===== config.mk =====
export PLATFORM = sky130hd
export DESIGN_NAME = ffcr_ctrl
export DESIGN_NICKNAME = d
export VERILOG_FILES = /design/src/rtl/ffcr_pkg.sv /design/src/rtl/ffcr_ctrl.sv
export SDC_FILE = /design/constraint.sdc
export NUM_CORES = 1
export LEC_CHECK = 0
export ABC_AREA = 1
export BUFFER_PORTS_ARGS = -buffer_cell sky130_fd_sc_hd__buf_4
export CORE_AREA = 4 4 41 43
export CTS_CLUSTER_SIZE = 10
export DETAILED_ROUTE_END_ITERATION = 12
export DIE_AREA = 0 0 45 47
export GPL_TIMING_DRIVEN = 0
export SKIP_CTS_REPAIR_TIMING = 1
export SYNTH_ARGS = -nofsm -noshare
export SYNTH_HDL_FRONTEND = slang
export SYNTH_SLANG_ARGS = --single-unit

===== constraint.sdc =====
create_clock -name clk -period 1.3 [get_ports clk]
set_input_delay 0.065 -clock clk [delete_from_list [all_inputs] [get_ports clk]]
set_output_delay 0.065 -clock clk [all_outputs]
set_load 0.01 [all_outputs]

===== src/rtl/ffcr_pkg.sv =====
// shared types and constants for the face flux to cell reconstruction block
// no dependencies
package ffcr_pkg;

    localparam logic [1:0] KIND_LOAD     = 2'd0;
    localparam logic [1:0] KIND_INTERIOR = 2'd1;
    localparam logic [1:0] KIND_BOUNDARY = 2'd2;
    localparam logic [1:0] KIND_READOUT  = 2'd3;

    localparam logic [1:0] ST_OK   = 2'd0;
    localparam logic [1:0] ST_DIVZ = 2'd1;
    localparam logic [1:0] ST_SAT  = 2'd2;

    localparam int FLAG_DIVZ_BIT = 0;
    localparam int FLAG_SAT_BIT  = 1;

    localparam logic [31:0] S32_MAX = 32'h7fff_ffff;
    localparam logic [31:0] S32_MIN = 32'h8000_0000;

    localparam int OP_W = 4;
    localparam logic [OP_W-1:0] OP_NONE     = 4'd0;
    localparam logic [OP_W-1:0] OP_CAPTURE  = 4'd1;
    localparam logic [OP_W-1:0] OP_LOAD     = 4'd2;
    localparam logic [OP_W-1:0] OP_READ     = 4'd3;
    localparam logic [OP_W-1:0] OP_MUL_X    = 4'd4;
    localparam logic [OP_W-1:0] OP_MUL_Y    = 4'd5;
    localparam logic [OP_W-1:0] OP_MUL_Z    = 4'd6;
    localparam logic [OP_W-1:0] OP_SUM      = 4'd7;
    localparam logic [OP_W-1:0] OP_MUL_F    = 4'd8;
    localparam logic [OP_W-1:0] OP_DIV_FACE = 4'd9;
    localparam logic [OP_W-1:0] OP_DIV_READ = 4'd10;
    localparam logic [OP_W-1:0] OP_ACC      = 4'd11;
    localparam logic [OP_W-1:0] OP_OUT      = 4'd12;
    localparam logic [OP_W-1:0] OP_CLEAR    = 4'd13;
    localparam logic [OP_W-1:0] OP_SIDE     = 4'd14;

    typedef struct packed {
        logic [1:0]         kind;
        logic [9:0]         owner_cell;
        logic [9:0]         neighbour_cell;
        logic signed [31:0] area_x;
        logic signed [31:0] area_y;
        logic signed [31:0] area_z;
        logic signed [31:0] point_x;
        logic signed [31:0] point_y;
        logic signed [31:0] point_z;
        logic signed [31:0] flux;
        logic [30:0]        magnitude;
    } in_item_t;

    typedef struct packed {
        logic [9:0]         cell_index;
        logic signed [31:0] cell_value;
        logic [1:0]         status;
    } out_item_t;

    typedef struct packed {
        logic [OP_W-1:0] op;
    } cmd_t;

    typedef struct packed {
        logic [1:0] kind;
        logic       side;
        logic       cell_ok;
        logic       div_busy;
        logic       out_free;
        logic       clr_last;
    } stat_t;

endpackage


===== src/rtl/ffcr_ctrl.sv =====
// controller state machine sequencing the datapath
// uses ffcr_pkg
module ffcr_ctrl (
    input  logic            clk,
    input  logic            rst_n,
    input  logic            item_valid,
    input  logic [1:0]      item_kind,
    output logic            item_stall,
    input  ffcr_pkg::stat_t stat,
    output ffcr_pkg::cmd_t  cmd
);

    localparam logic [3:0] S_CLR   = 4'd0;
    localparam logic [3:0] S_IDLE  = 4'd1;
    localparam logic [3:0] S_LOAD  = 4'd2;
    localparam logic [3:0] S_READ  = 4'd3;
    localparam logic [3:0] S_MX    = 4'd4;
    localparam logic [3:0] S_MY    = 4'd5;
    localparam logic [3:0] S_MZ    = 4'd6;
    localparam logic [3:0] S_SUM   = 4'd7;
    localparam logic [3:0] S_MF    = 4'd8;
    localparam logic [3:0] S_DIV   = 4'd9;
    localparam logic [3:0] S_DWAIT = 4'd10;
    localparam logic [3:0] S_ACC   = 4'd11;
    localparam logic [3:0] S_NEXT  = 4'd12;
    localparam logic [3:0] S_RREAD = 4'd13;
    localparam logic [3:0] S_RDIV  = 4'd14;
    localparam logic [3:0] S_OUT   = 4'd15;

    logic [3:0] state_reg, state_next;

    always_comb
    begin
        state_next = state_reg;
        cmd.op     = ffcr_pkg::OP_NONE;
        unique case (state_reg)
            S_CLR:
            begin
                cmd.op = ffcr_pkg::OP_CLEAR;
                if (stat.clr_last)
                begin
                    state_next = S_IDLE;
                end
            end
            S_IDLE:
            begin
                if (item_valid)
                begin
                    cmd.op = ffcr_pkg::OP_CAPTURE;
                    state_next = S_READ;
                    if (item_kind == ffcr_pkg::KIND_LOAD)
                    begin
                        state_next = S_LOAD;
                    end
                    else if (item_kind == ffcr_pkg::KIND_READOUT)
                    begin
                        state_next = S_RREAD;
                    end
                end
            end
            S_LOAD:
            begin
                cmd.op = ffcr_pkg::OP_LOAD;
                state_next = S_IDLE;
            end
            S_READ:
            begin
                if (stat.cell_ok)
                begin
                    cmd.op = ffcr_pkg::OP_READ;
                    state_next = S_MX;
                end
                else
                begin
                    state_next = S_NEXT;
                end
            end
            S_MX:
            begin
                cmd.op = ffcr_pkg::OP_MUL_X;
                state_next = S_MY;
            end
            S_MY:
            begin
                cmd.op = ffcr_pkg::OP_MUL_Y;
                state_next = S_MZ;
            end
            S_MZ:
            begin
                cmd.op = ffcr_pkg::OP_MUL_Z;
                state_next = S_SUM;
            end
            S_SUM:
            begin
                cmd.op = ffcr_pkg::OP_SUM;
                state_next = S_MF;
            end
            S_MF:
            begin
                cmd.op = ffcr_pkg::OP_MUL_F;
                state_next = S_DIV;
            end
            S_DIV:
            begin
                cmd.op = ffcr_pkg::OP_DIV_FACE;
                state_next = S_DWAIT;
            end
            S_DWAIT:
            begin
                if (!stat.div_busy)
                begin
                    state_next = S_ACC;
                end
            end
            S_ACC:
            begin
                cmd.op = ffcr_pkg::OP_ACC;
                state_next = S_NEXT;
            end
            S_NEXT:
            begin
                state_next = S_IDLE;
                if (!stat.side && (stat.kind == ffcr_pkg::KIND_INTERIOR))
                begin
                    cmd.op = ffcr_pkg::OP_SIDE;
                    state_next = S_READ;
                end
            end
            S_RREAD:
            begin
                if (stat.cell_ok)
                begin
                    cmd.op = ffcr_pkg::OP_READ;
                    state_next = S_RDIV;
                end
                else
                begin
                    state_next = S_OUT;
                end
            end
            S_RDIV:
            begin
                cmd.op = ffcr_pkg::OP_DIV_READ;
                state_next = S_OUT;
            end
            S_OUT:
            begin
                // readout: wait for the divider and for a free output slot
                if (!stat.div_busy && stat.out_free)
                begin
                    cmd.op = ffcr_pkg::OP_OUT;
                    state_next = S_IDLE;
                end
            end
            default:
            begin
                state_next = S_IDLE;
            end
        endcase
    end

    always_ff @(posedge clk or negedge rst_n)
    begin
        if (!rst_n)
        begin
            state_reg <= S_CLR;
        end
        else
        begin
            state_reg <= state_next;
        end
    end

    assign item_stall = (state_reg != S_IDLE);

endmodule


==> reports/results.txt <==
CTS tree - built
Post-synth cell types - 14
Largest family of logic cells by synthesized area - simple AND/OR/NAND/NOR gates
Final Hold Vio Count - 0
Period minus WS final - 1.42 ns
Die ar. - 2120 sq um
Setup TNS - -0.413 ns
Antenna fix cells - 0
Drt first pass iters - 4
Startpoint Class - register
Final Wtd Congestion - 0.751
XOR/XNOR Fraction of Synth Area - 0%
CTS Root Cell - clkbuf_4
Reg2reg end - state_reg[0]
Worst Skew - 0.00484 ns
CTS H-tree depth - 1
Fillers - 135
R2r setup slk - 0 ns
Worst vdd ir - 1290 uV
CP startpoint - state_reg[1]
Crit Reg-Reg Startpoint - state_reg[1]
Row count - 13
GRT Total Usage - 14.0%
Iter 0 DRT Violations - 10
Yosys reg bits - 4
Failing checks - setup timing
Mapped cell area - 482 sq um
Fmax - 702 MHz
Nets - 131
First-pass GRT wire length - 2210 um
Die Y - 47 um
Synth Warn # - 0
Port Buffers - 16
Seq/Total Area, Yosys - 20.8%
Die X - 45 um
Largest net degree at the start of global routing - 8
Vias in the first global route - 572
Synth top area cells - nand2_1 (30%), dfrtp_1 (21%), nor2_1 (12%)
Total CTS buffers - 3
DPL Wire Length - 1110 um
Tightest Pin Transition - 0.273 ns
Total Power - 1.82 mW
Setup Crit Path Kind - reg2out
DRC - 0
Post-synth top area cell - nand2_1
Clk slew on worst S/H paths - 0.04 ns
Worst r2r path cells - 7
# IOs - 17
Outcome - complete, but fails checks
Synthesis-to-finish area growth - 55.1%
Post-route ant nets - 0
Post-placement cell count - 125
Finished Core Util - 57.4%
Slew Viols, Final - 0
Critical path fanouts, max - 5
Post-synthesis mux area share - 0%
Pwr dens - 2430 nW/um^2
EDFF count, synth - 0
Largest register FFs - 4
Post-Syn Nets - 106
Max Root-Sink Buffers - 2
Grt total ovfl - 0
Crit path setup slack, layout - -0.124 ns
Avg WL per Cell - 11.4 um
Worst skew pair latency - 0.24 ns
Final period utilization - 110%
Final Instance Count excl. Fillers - 132
Worst path required time - 1.24 ns
Place WS - -0.0316 ns
Initial core utilization - 37.0%
Post-synth ARST share - 100%
Share of the synthesized area in the top cell type - 30.4%
Simple-Gate Fraction of Synth Area - 58.4%
Synth Area in Adders - 0%
Max cap viols - 0
Vias - 659
Synth Area in Compound Gates - 9.09%
Final setup fails - 4
Leak - 0.415 nW
Arrival time of the worst setup path - 1.36 ns
Ys flop type - dfrtp_1
Number of cells produced by synthesis - 94
Crit end category - output port
Drt total wl - 1510 um
HP Class - in2async
Vias/cell - 4.99
Avg Inst Size Synth - 5.12 sq um
Antenna violations before repair - 0
Clock sinks - 4
Core Area - 1300 sq um
Worst rel slew slack - 81.8%
Share of cells above drive strength 1 - 44.4%
Setup crit end - cmd[1]
RSZ-0062 raised after global routing - true
==> critical path, stage by stage, from the launching register on <==
cell	delay, ns
dfrtp_2	0.47
nor2_4	0.15
nand2_2	0.09
nor2_4	0.13
inv_1	0.07
nand4_1	0.09
buf_4	0.12
==> Yosys cell counts (2+ instances only) <==
cell	number
inv_1	11
nor2_2	3
nand3_1	6
nand2_1	39
dfrtp_1	4
nand2_2	2
o211ai_1	2
nor2_1	15
o21ai_0	4
inv_2	4
==> cell usage in the layout, fill, tap and decap left out <==
master         instances
buf_4                 19
clkbuf_4               3
dfrtp_1                1
dfrtp_2                3
dlygate4sd3_1          1
inv_1                 10
inv_2                  4
inv_4                  1
nand2_1               30
nand2_2               11
nand3_1                5
nand3_2                1
nand4_1                1
nor2_1                 8
nor2_2                 6
nor2_4                 4
nor3_1                 1
o2111ai_1              1
o211ai_1               2
o21ai_0                4
or2_0                  1
==> layer usage <==
metal	part of all wire, %	wire [um]	up-vias	track usage [%]
li1	-	-	339	-
met5	0	0	-	0
met2	51	766	26	23.4
met1	43	649	294	17.9
met3	6.0	90	0	4.60
met4	0	0	0	1.75
==> worst min-delay path by stage <==
| stage | start | to | slack [ns] | cells after the start |
|---|---|---|---|---|
| 2_1_floorplan | rst_n | state_reg[0] | -0.23 | 0 |
| 3_3_place_gp | rst_n | state_reg[2] | -0.14 | 1 |
| 3_5_place_dp | rst_n | state_reg[1] | -0.14 | 1 |
| 4_1_cts | rst_n | state_reg[2] | -0.39 | 1 |
| 5_1_grt | rst_n | state_reg[2] | 0.17 | 2 |
| 6_report | rst_n | state_reg[1] | 0.17 | 2 |
==> stage by stage <==
stage,hold slack [ns],cell area (sq um)
after CTS,-0.390,643
after floorplan,-0.231,482
after global routing,0.174,747
after detailed placement,-0.138,621
after global placement,-0.138,621
final,0.167,747
==> where the power goes <==
| part | switching (mW) | internal [mW] |
|---|---|---|
| sequential | 0.136 | 0.200 |
| combinational | 0.770 | 0.555 |
| clock | 0.0528 | 0.103 |
| total | 0.959 | 0.858 |
==> final cells by class <==
type	count	area (sq um)	area share (%)
flip-flops and latches	4	104	13.9
multi-input cells	75	390	52.3
well taps	15	18.8	2.51
clock buffers	3	22.5	3.02
inverters	15	58.8	7.87
repair buffers	20	153	20.4
==> logic make-up after synthesis <==
kind of cell,after synthesis
AND/OR/NAND/NOR,68
buffers and inverters,15
AO/OA/AOI/OAI,7
flip-flops,4
No activity file was read; power rests on OpenSTA's default activity.
